File: config.mk
export PLATFORM = sky130hd
export DESIGN_NAME = oid_base128_decoder
export DESIGN_NICKNAME = d
export VERILOG_FILES = /design/src/hdl/oidb_pkg.sv /design/src/hdl/oidb_core.sv /design/src/hdl/oidb_rbuf.sv /design/src/hdl/oid_base128_decoder.sv
export SDC_FILE = /design/constraint.sdc
export NUM_CORES = 1
export LEC_CHECK = 0
export BUFFER_PORTS_ARGS = -buffer_cell sky130_fd_sc_hd__buf_2
export CORE_ASPECT_RATIO = 1.25
export CORE_UTILIZATION = 40
export CTS_CLUSTER_DIAMETER = 80
export DETAILED_ROUTE_END_ITERATION = 7
export GPL_ROUTABILITY_DRIVEN = 1
export GPL_TIMING_DRIVEN = 0
export PLACE_DENSITY = 0.55
export SLEW_MARGIN = 10
export SYNTH_ARGS = -nofsm -noshare
export SYNTH_HDL_FRONTEND = slang
export SYNTH_SLANG_ARGS = --single-unit
File: constraint.sdc
create_clock -name i_clk -period 11.86 [get_ports i_clk]
set_input_delay 2.372 -clock i_clk [delete_from_list [all_inputs] [get_ports i_clk]]
set_output_delay 2.372 -clock i_clk [all_outputs]
set_load 0.1 [all_outputs]
File: src/hdl/oidb_pkg.sv
package oidb_pkg;

    localparam int DEF_MAX_SUBIDS = 32;
    localparam int GROUP_BYTES    = 5;
    localparam int FIRST_DIV      = 40;
    localparam int RBUF_DEPTH     = 4;

    localparam logic [7:0] LOW7     = 8'h7F;
    localparam logic [7:0] CONT_BIT = 8'h80;

    typedef enum logic [1:0] {
        ST_OK        = 2'd0,
        ST_TOO_LONG  = 2'd1,
        ST_TRUNCATED = 2'd2,
        ST_TOO_MANY  = 2'd3
    } t_status;

    typedef struct packed {
        logic [31:0] value;
        logic        final_item;
        t_status     status;
    } t_result;

    // results produced by one accepted byte: count is 0, 1 or 2
    typedef struct packed {
        logic [1:0] count;
        t_result    r0;
        t_result    r1;
    } t_push;

    // byte / 40 as (byte / 8) / 5, with x / 5 = (x * 13) >> 6 for x < 32
    function automatic logic [2:0] div_first(input logic [7:0] b);
        logic [8:0] prod;
        prod = 9'(b[7:3]) * 9'd13;
        return prod[8:6];
    endfunction

    function automatic logic [7:0] mod_first(input logic [7:0] b);
        logic [2:0] q;
        logic [7:0] qx;
        q  = div_first(b);
        qx = 8'({q, 5'b0}) + 8'({q, 3'b0});
        return b - qx;
    endfunction

endpackage

File: src/hdl/oidb_core.sv
module oidb_core #(
    parameter int MAX_SUBIDS = oidb_pkg::DEF_MAX_SUBIDS
) (
    input  logic           i_clk,
    input  logic           i_rst_n,
    input  logic           i_take,
    input  logic [7:0]     i_data_byte,
    input  logic           i_end_of_string,
    output oidb_pkg::t_push o_push
);
    import oidb_pkg::*;

    localparam logic [7:0] LEN_LIMIT = 8'(MAX_SUBIDS * GROUP_BYTES);
    localparam logic [5:0] CNT_LIMIT = 6'(MAX_SUBIDS);

    logic        r_expect_first, n_expect_first;
    logic [31:0] r_acc, n_acc;
    logic        r_mid_subid, n_mid_subid;
    logic [7:0]  r_byte_count, n_byte_count;
    logic [5:0]  r_subid_count, n_subid_count;
    logic        r_dropping, n_dropping;

    logic [31:0] acc_shift;
    t_push       push;

    assign acc_shift = {r_acc[24:0], i_data_byte[6:0] & LOW7[6:0]};

    always_comb begin
        n_expect_first = r_expect_first;
        n_acc          = r_acc;
        n_mid_subid    = r_mid_subid;
        n_byte_count   = r_byte_count;
        n_subid_count  = r_subid_count;
        n_dropping     = r_dropping;
        push.count     = 2'd0;
        push.r0        = '{value: 32'd0, final_item: 1'b1, status: ST_OK};
        push.r1        = '{value: 32'd0, final_item: 1'b0, status: ST_OK};

        if (r_dropping) begin
            if (i_end_of_string) begin
                n_dropping = 1'b0;
            end
        end else if (r_byte_count >= LEN_LIMIT) begin
            push.count     = 2'd1;
            push.r0.status = ST_TOO_LONG;
            n_dropping     = !i_end_of_string;
        end else if (r_expect_first) begin
            n_byte_count       = r_byte_count + 8'd1;
            push.count         = 2'd2;
            push.r0.value      = 32'(div_first(i_data_byte));
            push.r0.final_item = 1'b0;
            push.r1.value      = 32'(mod_first(i_data_byte));
            push.r1.final_item = i_end_of_string;
            n_expect_first     = 1'b0;
            n_subid_count      = 6'd2;
        end else begin
            n_byte_count = r_byte_count + 8'd1;
            n_acc        = acc_shift;
            if ((i_data_byte & CONT_BIT) != 8'd0) begin
                n_mid_subid = 1'b1;
                if (i_end_of_string) begin
                    push.count     = 2'd1;
                    push.r0.status = ST_TRUNCATED;
                end
            end else if (r_subid_count >= CNT_LIMIT) begin
                push.count     = 2'd1;
                push.r0.status = ST_TOO_MANY;
                n_dropping     = !i_end_of_string;
            end else begin
                push.count         = 2'd1;
                push.r0.value      = acc_shift;
                push.r0.final_item = i_end_of_string;
                n_subid_count      = r_subid_count + 6'd1;
                n_acc              = 32'd0;
                n_mid_subid        = 1'b0;
            end
        end

        // end of string always returns the decoder to its idle state
        if (i_end_of_string) begin
            n_expect_first = 1'b1;
            n_acc          = 32'd0;
            n_mid_subid    = 1'b0;
            n_byte_count   = 8'd0;
            n_subid_count  = 6'd0;
            n_dropping     = 1'b0;
        end

        if (!i_take) begin
            push.count = 2'd0;
        end
    end

    always_ff @(posedge i_clk) begin
        if (!i_rst_n) begin
            r_expect_first <= 1'b1;
            r_acc          <= 32'd0;
            r_mid_subid    <= 1'b0;
            r_byte_count   <= 8'd0;
            r_subid_count  <= 6'd0;
            r_dropping     <= 1'b0;
        end else if (i_take) begin
            r_expect_first <= n_expect_first;
            r_acc          <= n_acc;
            r_mid_subid    <= n_mid_subid;
            r_byte_count   <= n_byte_count;
            r_subid_count  <= n_subid_count;
            r_dropping     <= n_dropping;
        end
    end

    assign o_push = push;

endmodule

File: src/hdl/oidb_rbuf.sv
module oidb_rbuf (
    input  logic              i_clk,
    input  logic              i_rst_n,
    input  oidb_pkg::t_push   i_push,
    output logic              o_full,
    output logic              o_valid,
    input  logic              i_stall,
    output oidb_pkg::t_result o_result
);
    import oidb_pkg::*;

    localparam int PW = $clog2(RBUF_DEPTH);
    localparam int CW = $clog2(RBUF_DEPTH + 1);

    t_result        r_mem [RBUF_DEPTH];
    logic [PW-1:0]  r_wr_ptr, n_wr_ptr;
    logic [PW-1:0]  r_rd_ptr, n_rd_ptr;
    logic [CW-1:0]  r_count, n_count;
    logic [PW-1:0]  wr_ptr1;
    logic           pop;

    assign pop     = (r_count != '0) && !i_stall;
    assign wr_ptr1 = r_wr_ptr + PW'(1);

    always_comb begin
        n_wr_ptr = r_wr_ptr + PW'(i_push.count);
        n_rd_ptr = r_rd_ptr + PW'(pop);
        n_count  = r_count + CW'(i_push.count) - CW'(pop);
    end

    always_ff @(posedge i_clk) begin
        if (!i_rst_n) begin
            r_wr_ptr <= '0;
            r_rd_ptr <= '0;
            r_count  <= '0;
        end else begin
            r_wr_ptr <= n_wr_ptr;
            r_rd_ptr <= n_rd_ptr;
            r_count  <= n_count;
        end
    end

    always_ff @(posedge i_clk) begin
        if (i_push.count != 2'd0) begin
            r_mem[r_wr_ptr] <= i_push.r0;
        end
        if (i_push.count == 2'd2) begin
            r_mem[wr_ptr1] <= i_push.r1;
        end
    end

    // keep room for the two results a first byte can produce
    assign o_full   = r_count > CW'(RBUF_DEPTH - 2);
    assign o_valid  = r_count != '0;
    assign o_result = r_mem[r_rd_ptr];

endmodule

File: src/hdl/oid_base128_decoder.sv
// channel | valid   | stall   | payload
// --------+---------+---------+----------------------------------------------
// in      | i_valid | o_stall | i_data_byte, i_end_of_string
// out     | o_valid | i_stall | o_subid_value, o_final_item, o_status
//
// One byte is accepted per cycle while o_stall is low; its results are
// written into a four-entry result buffer and reach the output once the
// results ahead of them have drained. The first byte of a string yields
// two results, drained one per cycle while i_stall is low. o_stall is high
// while the buffer holds more than two results. Reset (synchronous, active
// low) readies the decoder for a new string and empties the buffer.
module oid_base128_decoder #(
    parameter int MAX_SUBIDS = oidb_pkg::DEF_MAX_SUBIDS
) (
    input  logic        i_clk,
    input  logic        i_rst_n,
    input  logic        i_valid,
    output logic        o_stall,
    input  logic [7:0]  i_data_byte,
    input  logic        i_end_of_string,
    output logic        o_valid,
    input  logic        i_stall,
    output logic [31:0] o_subid_value,
    output logic        o_final_item,
    output logic [1:0]  o_status
);
    import oidb_pkg::*;

    logic    take;
    logic    full;
    t_push   push;
    t_result result;

    assign take    = i_valid && !full;
    assign o_stall = full;

    oidb_core #(
        .MAX_SUBIDS (MAX_SUBIDS)
    ) u_core (
        .i_clk           (i_clk),
        .i_rst_n         (i_rst_n),
        .i_take          (take),
        .i_data_byte     (i_data_byte),
        .i_end_of_string (i_end_of_string),
        .o_push          (push)
    );

    oidb_rbuf u_rbuf (
        .i_clk    (i_clk),
        .i_rst_n  (i_rst_n),
        .i_push   (push),
        .o_full   (full),
        .o_valid  (o_valid),
        .i_stall  (i_stall),
        .o_result (result)
    );

    assign o_subid_value = result.value;
    assign o_final_item  = result.final_item;
    assign o_status      = result.status;

endmodule

; After elaboration in Yosys (flattened, before gate mapping)
; Memories as Yosys holds them, arrays and structs flattened. A register that Yosys moved wholly into a read port is not among the register bits.
; Cells that the tools add are included.
[word_totals]
ram_bits = 140
register_bits = 48
output_inout_bits = 37
input_bits = 13
wordCells = 83
mem_count = 1
[mem_list]
columns = name, depth, word_bits, rd, rd_ports_with_merged_regs, wr, line_no
row1 = u_rbuf.r_mem, 4, 35, 1, 1, 2, oidb_rbuf.sv:15  ; t_result r_mem [RBUF_DEPTH];
[classes]
multipliers = 1
n_eq_ne = 6
reduce_logical = 10
add_sub_neg = 9
n_lt_le_gt_ge = 3
muxes = 45
[op_table]
columns = op, n
row1 = 25-bit two-way mux, 6
row2 = 33-bit two-way mux, 3
row3 = 70-bit two-way mux, 1
row4 = 6-bit two-way mux, 6
row5 = 35-bit two-way mux, 1
row6 = 8-bit two-way mux, 3
row7 = 2-bit two-way mux, 9
row8 = 9-bit two-way mux, 2
row9 = 1-bit two-way mux, 14
row10 = 5-bit by 4-bit multiplier with 9-bit output (second input constant), 1
row11 = 8-bit by 1-bit adder with 8-bit output (second input constant), 1
row12 = 8-bit by 6-bit adder with 8-bit output, 1
row13 = 8-bit greater-or-equal comparator (second input constant), 1
row14 = 8-bit subtractor, 1
row15 = 6-bit by 1-bit adder with 6-bit output (second input constant), 1
row16 = 6-bit greater-or-equal comparator (second input constant), 1
row17 = 2-bit != test (second input constant), 3
row18 = 5-bit AND reduction, 1
row19 = 4-bit AND reduction, 1
row20 = 3-bit by 2-bit adder with 3-bit output, 1
row21 = 3-bit by 2-bit > comparator with 1-bit output (second input constant), 1
row22 = 1-bit zero test, 3
row23 = 3-bit by 1-bit != test with 1-bit output (second input constant), 1
row24 = 3-bit by 2-bit != test with 1-bit output (second input constant), 1
row25 = other kinds (9), 10

; Logic depth before layout (Yosys ltp)
[depth]
depth_word = 10
ltp_mapped = 18
ltp_nobuf = 18

; Hierarchy
; Synthesis repeated with hierarchy kept, for this count alone.
[unflattened]
cells_unflattened = 689
area_unflattened_um2 = 9924.5
[modules_own_cells]
columns = mod, cells_each, instances, seq_area_each_um2, area_each_um2
row1 = oidb_rbuf, 386, 1, 4344.2, 7175.6
row2 = oidb_core, 302, 1, 820.8, 2735.1
row3 = oid_base128_decoder, 1, 1, 0.0, 13.8

; Worst setup path after synthesis
; Ideal clock, no wire load.
[synth_timing]
path_kind = input port to flip-flop
start = input i_data_byte[4]
end = memory u_rbuf.r_mem[0][10] (netlist bit) (data pin)
path_stages = 17
arrival_time_ps = 5865
path_slack_ps = 5727
required_ps = 11593
setup_ps = 267
cell_sequence = ha_1 > fa_1 > ha_1 > nand4_1 > a21oi_1 > o2111ai_1 > a21oi_2 > inv_1 > fa_1 > inv_1 > ha_1 > o21ai_0 > nand2b_1 > a21oi_1 > xnor2_1 > xnor2_1 > o22ai_1
[synth_rtl]
columns = item, line_no
row1 = start: declaration, oid_base128_decoder.sv:19  ; input logic [7:0] i_data_byte,
row2 = end: declaration, oidb_rbuf.sv:15

==> results.yml <==
global_route:
  grt_usage_pct: 21.98
  overflow: 0
  grt_pass1_vias: 6751
  grt_pass1_wl_mm: 37.36
  antenna_found_initial: 0
  grt_max_degree: 17
route:
  vias: 6790
  firstDrtPassIters: 5
  viasPerCell: 5.485
  antenna_left: 0
  drc_errors: 0
  drtIter0Drc: 395
  finalWirelength_mm: 23.62
  wl_per_cell_microns: 19.08
layout:
  post-route-util_pct: 46.13
  final_cell_mix: "158 x nand2_1, 152 x dfxtp_1, 74 x buf_2"
  final_common_cell: "nand2_1"
  drive_gt1_share_pct: 18.87
  synthToLayoutAreaGrowth_pct: 13.21
  final_cells: 1238
  antennaDiodeCount: 0
  fin_nets: 992
  n_fill_cell: 2117
worst_hold_path:
  worstHoldPathCells: 2
  worstHoldPathType: "register to register"
clock_tree:
  cts_buffers: 17
  clockRootBuffer: "clkbuf_16"
  cts_setup_buffers: 0
  ctsHoldBuffers: 0
  post_cts_resized: 0
  cts_tree: "built"
  clkTransAtPathRegs_ns: 0.07
  htreeDepth: 4
  insertion_delay_ns: 0.43
  cts_sinks: 188
  clk_path_buf_depth: 2
critical_path:
  worstPathMaxFanout: 6
  ff2ff_path_depth: 6
  crit_top_cell: "ha_1"
  crit_slowest_cell: "fa_1"
  startpoint_type: "input pin"
  crit_type: "input pin to register"
  worstPathArrival_ns: 6.43
  worstSetupEndpointType: "register"
  critPathMaxStageDelay_ns: 0.52
  cp_data_required_time_ns: 12.04
  crit_chain: "buf_2 > ha_1 > fa_1 > ha_1 > nand4_1 > a21oi_1 > o2111ai_1 > a21oi_2 > inv_1 > fa_1 > inv_1 > ha_1 > o21ai_0 > nand2b_1 > a21oi_1 > xnor2_1 > xnor2_1 > o22ai_1"
timing:
  relSlewSlack_pct: 39.85
  setup_tns_ns: 0
  worst_clock_skew_ns: 0.01273
  finalHoldViolations: 0
  fin_crit_ns: 6.250
  max_freq_mhz: 160.0
  rsz0062_at_grt: "no"
  worstMarginPinSlew_ns: 0.9023
  setup_ws_ns: 5.610
  setup_viol: 0
  finalCritPeriodShare_pct: 52.70
  drv_slew: 0
run_status:
  outcome: "completed"
yosys:
  yosysWarnings: 0
  synth.distinct_cells: 62
  netlist_area_sq_mm: 0.008780
  syn_area_per_cell_sq_um: 9.988
  synth-seq-area-share_pct: 46.97
  ys.flop_type: "dfxtp_1"
  synthCells: 879
  ys_ff_latch: 188
  synth_edf_count: 36
  syn_nets: 925
  synthArstFlopShare_pct: 0
die:
  start_util_pct: 40.75
  die_h_microns: 167.6
  die-area_sq_mm: 0.02255
  die_w_microns: 134.5
  ios: 50
  rows: 60
  core_sq_mm: 0.02155
power_and_ir_drop:
  cellPowerDensity_mw_per_mm2: 192.4
  leakagePower_nw: 3.593
  ir_worst_vdd_uv: 99.57
place:
  gp_congestion: 0.8331
  placed_cells: 1206
  hpwl_mm: 17.16
  dp_slack_ns: 5.132
  port_buffers: 48
flow_run:
  maxCapViolCount: 0
power breakdown:
part / internal (mW) / switching, mW
combinational: 0.168 / 0.471
clock: 0.303 / 0.256
sequential: 0.697 / 0.0173
worst max-delay path: cells and delay by family:
kind / cells / cell delay (ns)
AND/OR/NAND/NOR: 2 / 0.19
AO/OA/AOI/OAI: 6 / 1.26
adder cells (fa/ha/maj): 5 / 1.86
XOR/XNOR: 2 / 0.37
buffers and inverters: 3 / 0.35
through the flow:
| stage | hold slack (ns) | total power [mW] | instance area, sq um |
|---|---|---|---|
| 2_1_floorplan | 0.4199 | 1.215 | 8780 |
| 3_3_place_gp | 0.4283 | 1.367 | 9369 |
| 3_5_place_dp | 0.4376 | 1.372 | 9369 |
| 4_1_cts | 0.4490 | 1.928 | 9940 |
| 5_1_grt | 0.4699 | 1.997 | 9940 |
| 6_report | 0.4475 | 1.913 | 9940 |
cell type report:
cell class / instances / area [sq um] / share of cell area [%]
clock buffer: 20 / 456.7 / 4.595
inverter: 29 / 108.9 / 1.095
buffer: 57 / 301.5 / 3.034
timing repair buffer: 48 / 240.2 / 2.417
clock inverter: 12 / 113.9 / 1.146
tap: 279 / 349.1 / 3.512
multi-input combinational: 605 / 4245 / 42.71
sequential: 188 / 4124 / 41.49
metal layers:
| metal | GRT usage [%] | part of all wire, % | vias up |
|---|---|---|---|
| met3 | 3.663 | 3.5 | 28 |
| met5 | 0 | 0 | - |
| met2 | 38.23 | 50 | 158 |
| met4 | 8.012 | 2.4 | 0 |
| met1 | 27.18 | 44 | 3330 |
| li1 | - | - | 3274 |
synth_stat cells (3+ instances only):
library cell	number	area [sq um]
o221ai_1	3	26.28
and2_1	8	50.05
buf_2	26	130.1
xnor2_1	12	105.1
nand3_2	3	30.03
nand4_1	5	31.28
nand2b_1	3	18.77
xor2_1	9	78.83
a21oi_2	13	113.9
buf_4	4	30.03
inv_1	29	108.9
a21oi_1	52	260.3
nor2_1	20	75.07
o32ai_1	8	70.07
ha_1	30	375.4
clkbuf_1	21	78.83
o21ai_0	55	275.3
fa_1	3	60.06
nand3_1	57	285.3
edfxtp_1	36	1081
and3_1	4	25.02
mux2i_1	3	30.03
o22ai_1	22	137.6
o21ai_1	5	25.02
dfxtp_1	152	3043
nor2b_1	33	206.5
nand2_1	158	593.1
buf_6	4	45.04
mux4_2	35	788.3
a22oi_1	28	210.2
cell families (layout without fill, tap and decap cells):
logic type                 Yosys count  in the layout  synth area share, %
DFF                                188            188                46.97
AOI/OAI and AO/OA                  203            203                14.82
muxes                               38             38                9.320
and+or+nand+nor                    310            310                17.16
xor gates and xnor gates            21             21                2.095
buffers and inverters               86            166                4.674
adders and majority gates           33             33                4.959
path summary, 6_finish.rpt:
path                            slack [ns]                  end                   start
worst max-delay path                  5.61  u_rbuf.r_mem[0][10]          i_data_byte[5]
worst min-delay path                  0.45  u_rbuf.r_mem[0][34]     u_rbuf.r_mem[0][34]
worst max register to register        9.13   u_rbuf.r_mem[2][4]  u_core.r_byte_count[5]
worst min register to register        0.45  u_rbuf.r_mem[0][34]     u_rbuf.r_mem[0][34]
flip-flops by register name, indices dropped and copies added (netlist names):
register               cells
u_core.r_acc              25
u_core.r_byte_count        8
u_core.r_dropping          1
u_core.r_expect_first      1
u_core.r_subid_count       6
u_rbuf.r_count             3
u_rbuf.r_mem             140
u_rbuf.r_rd_ptr            2
u_rbuf.r_wr_ptr            2
(Power assumes the default switching activity.)
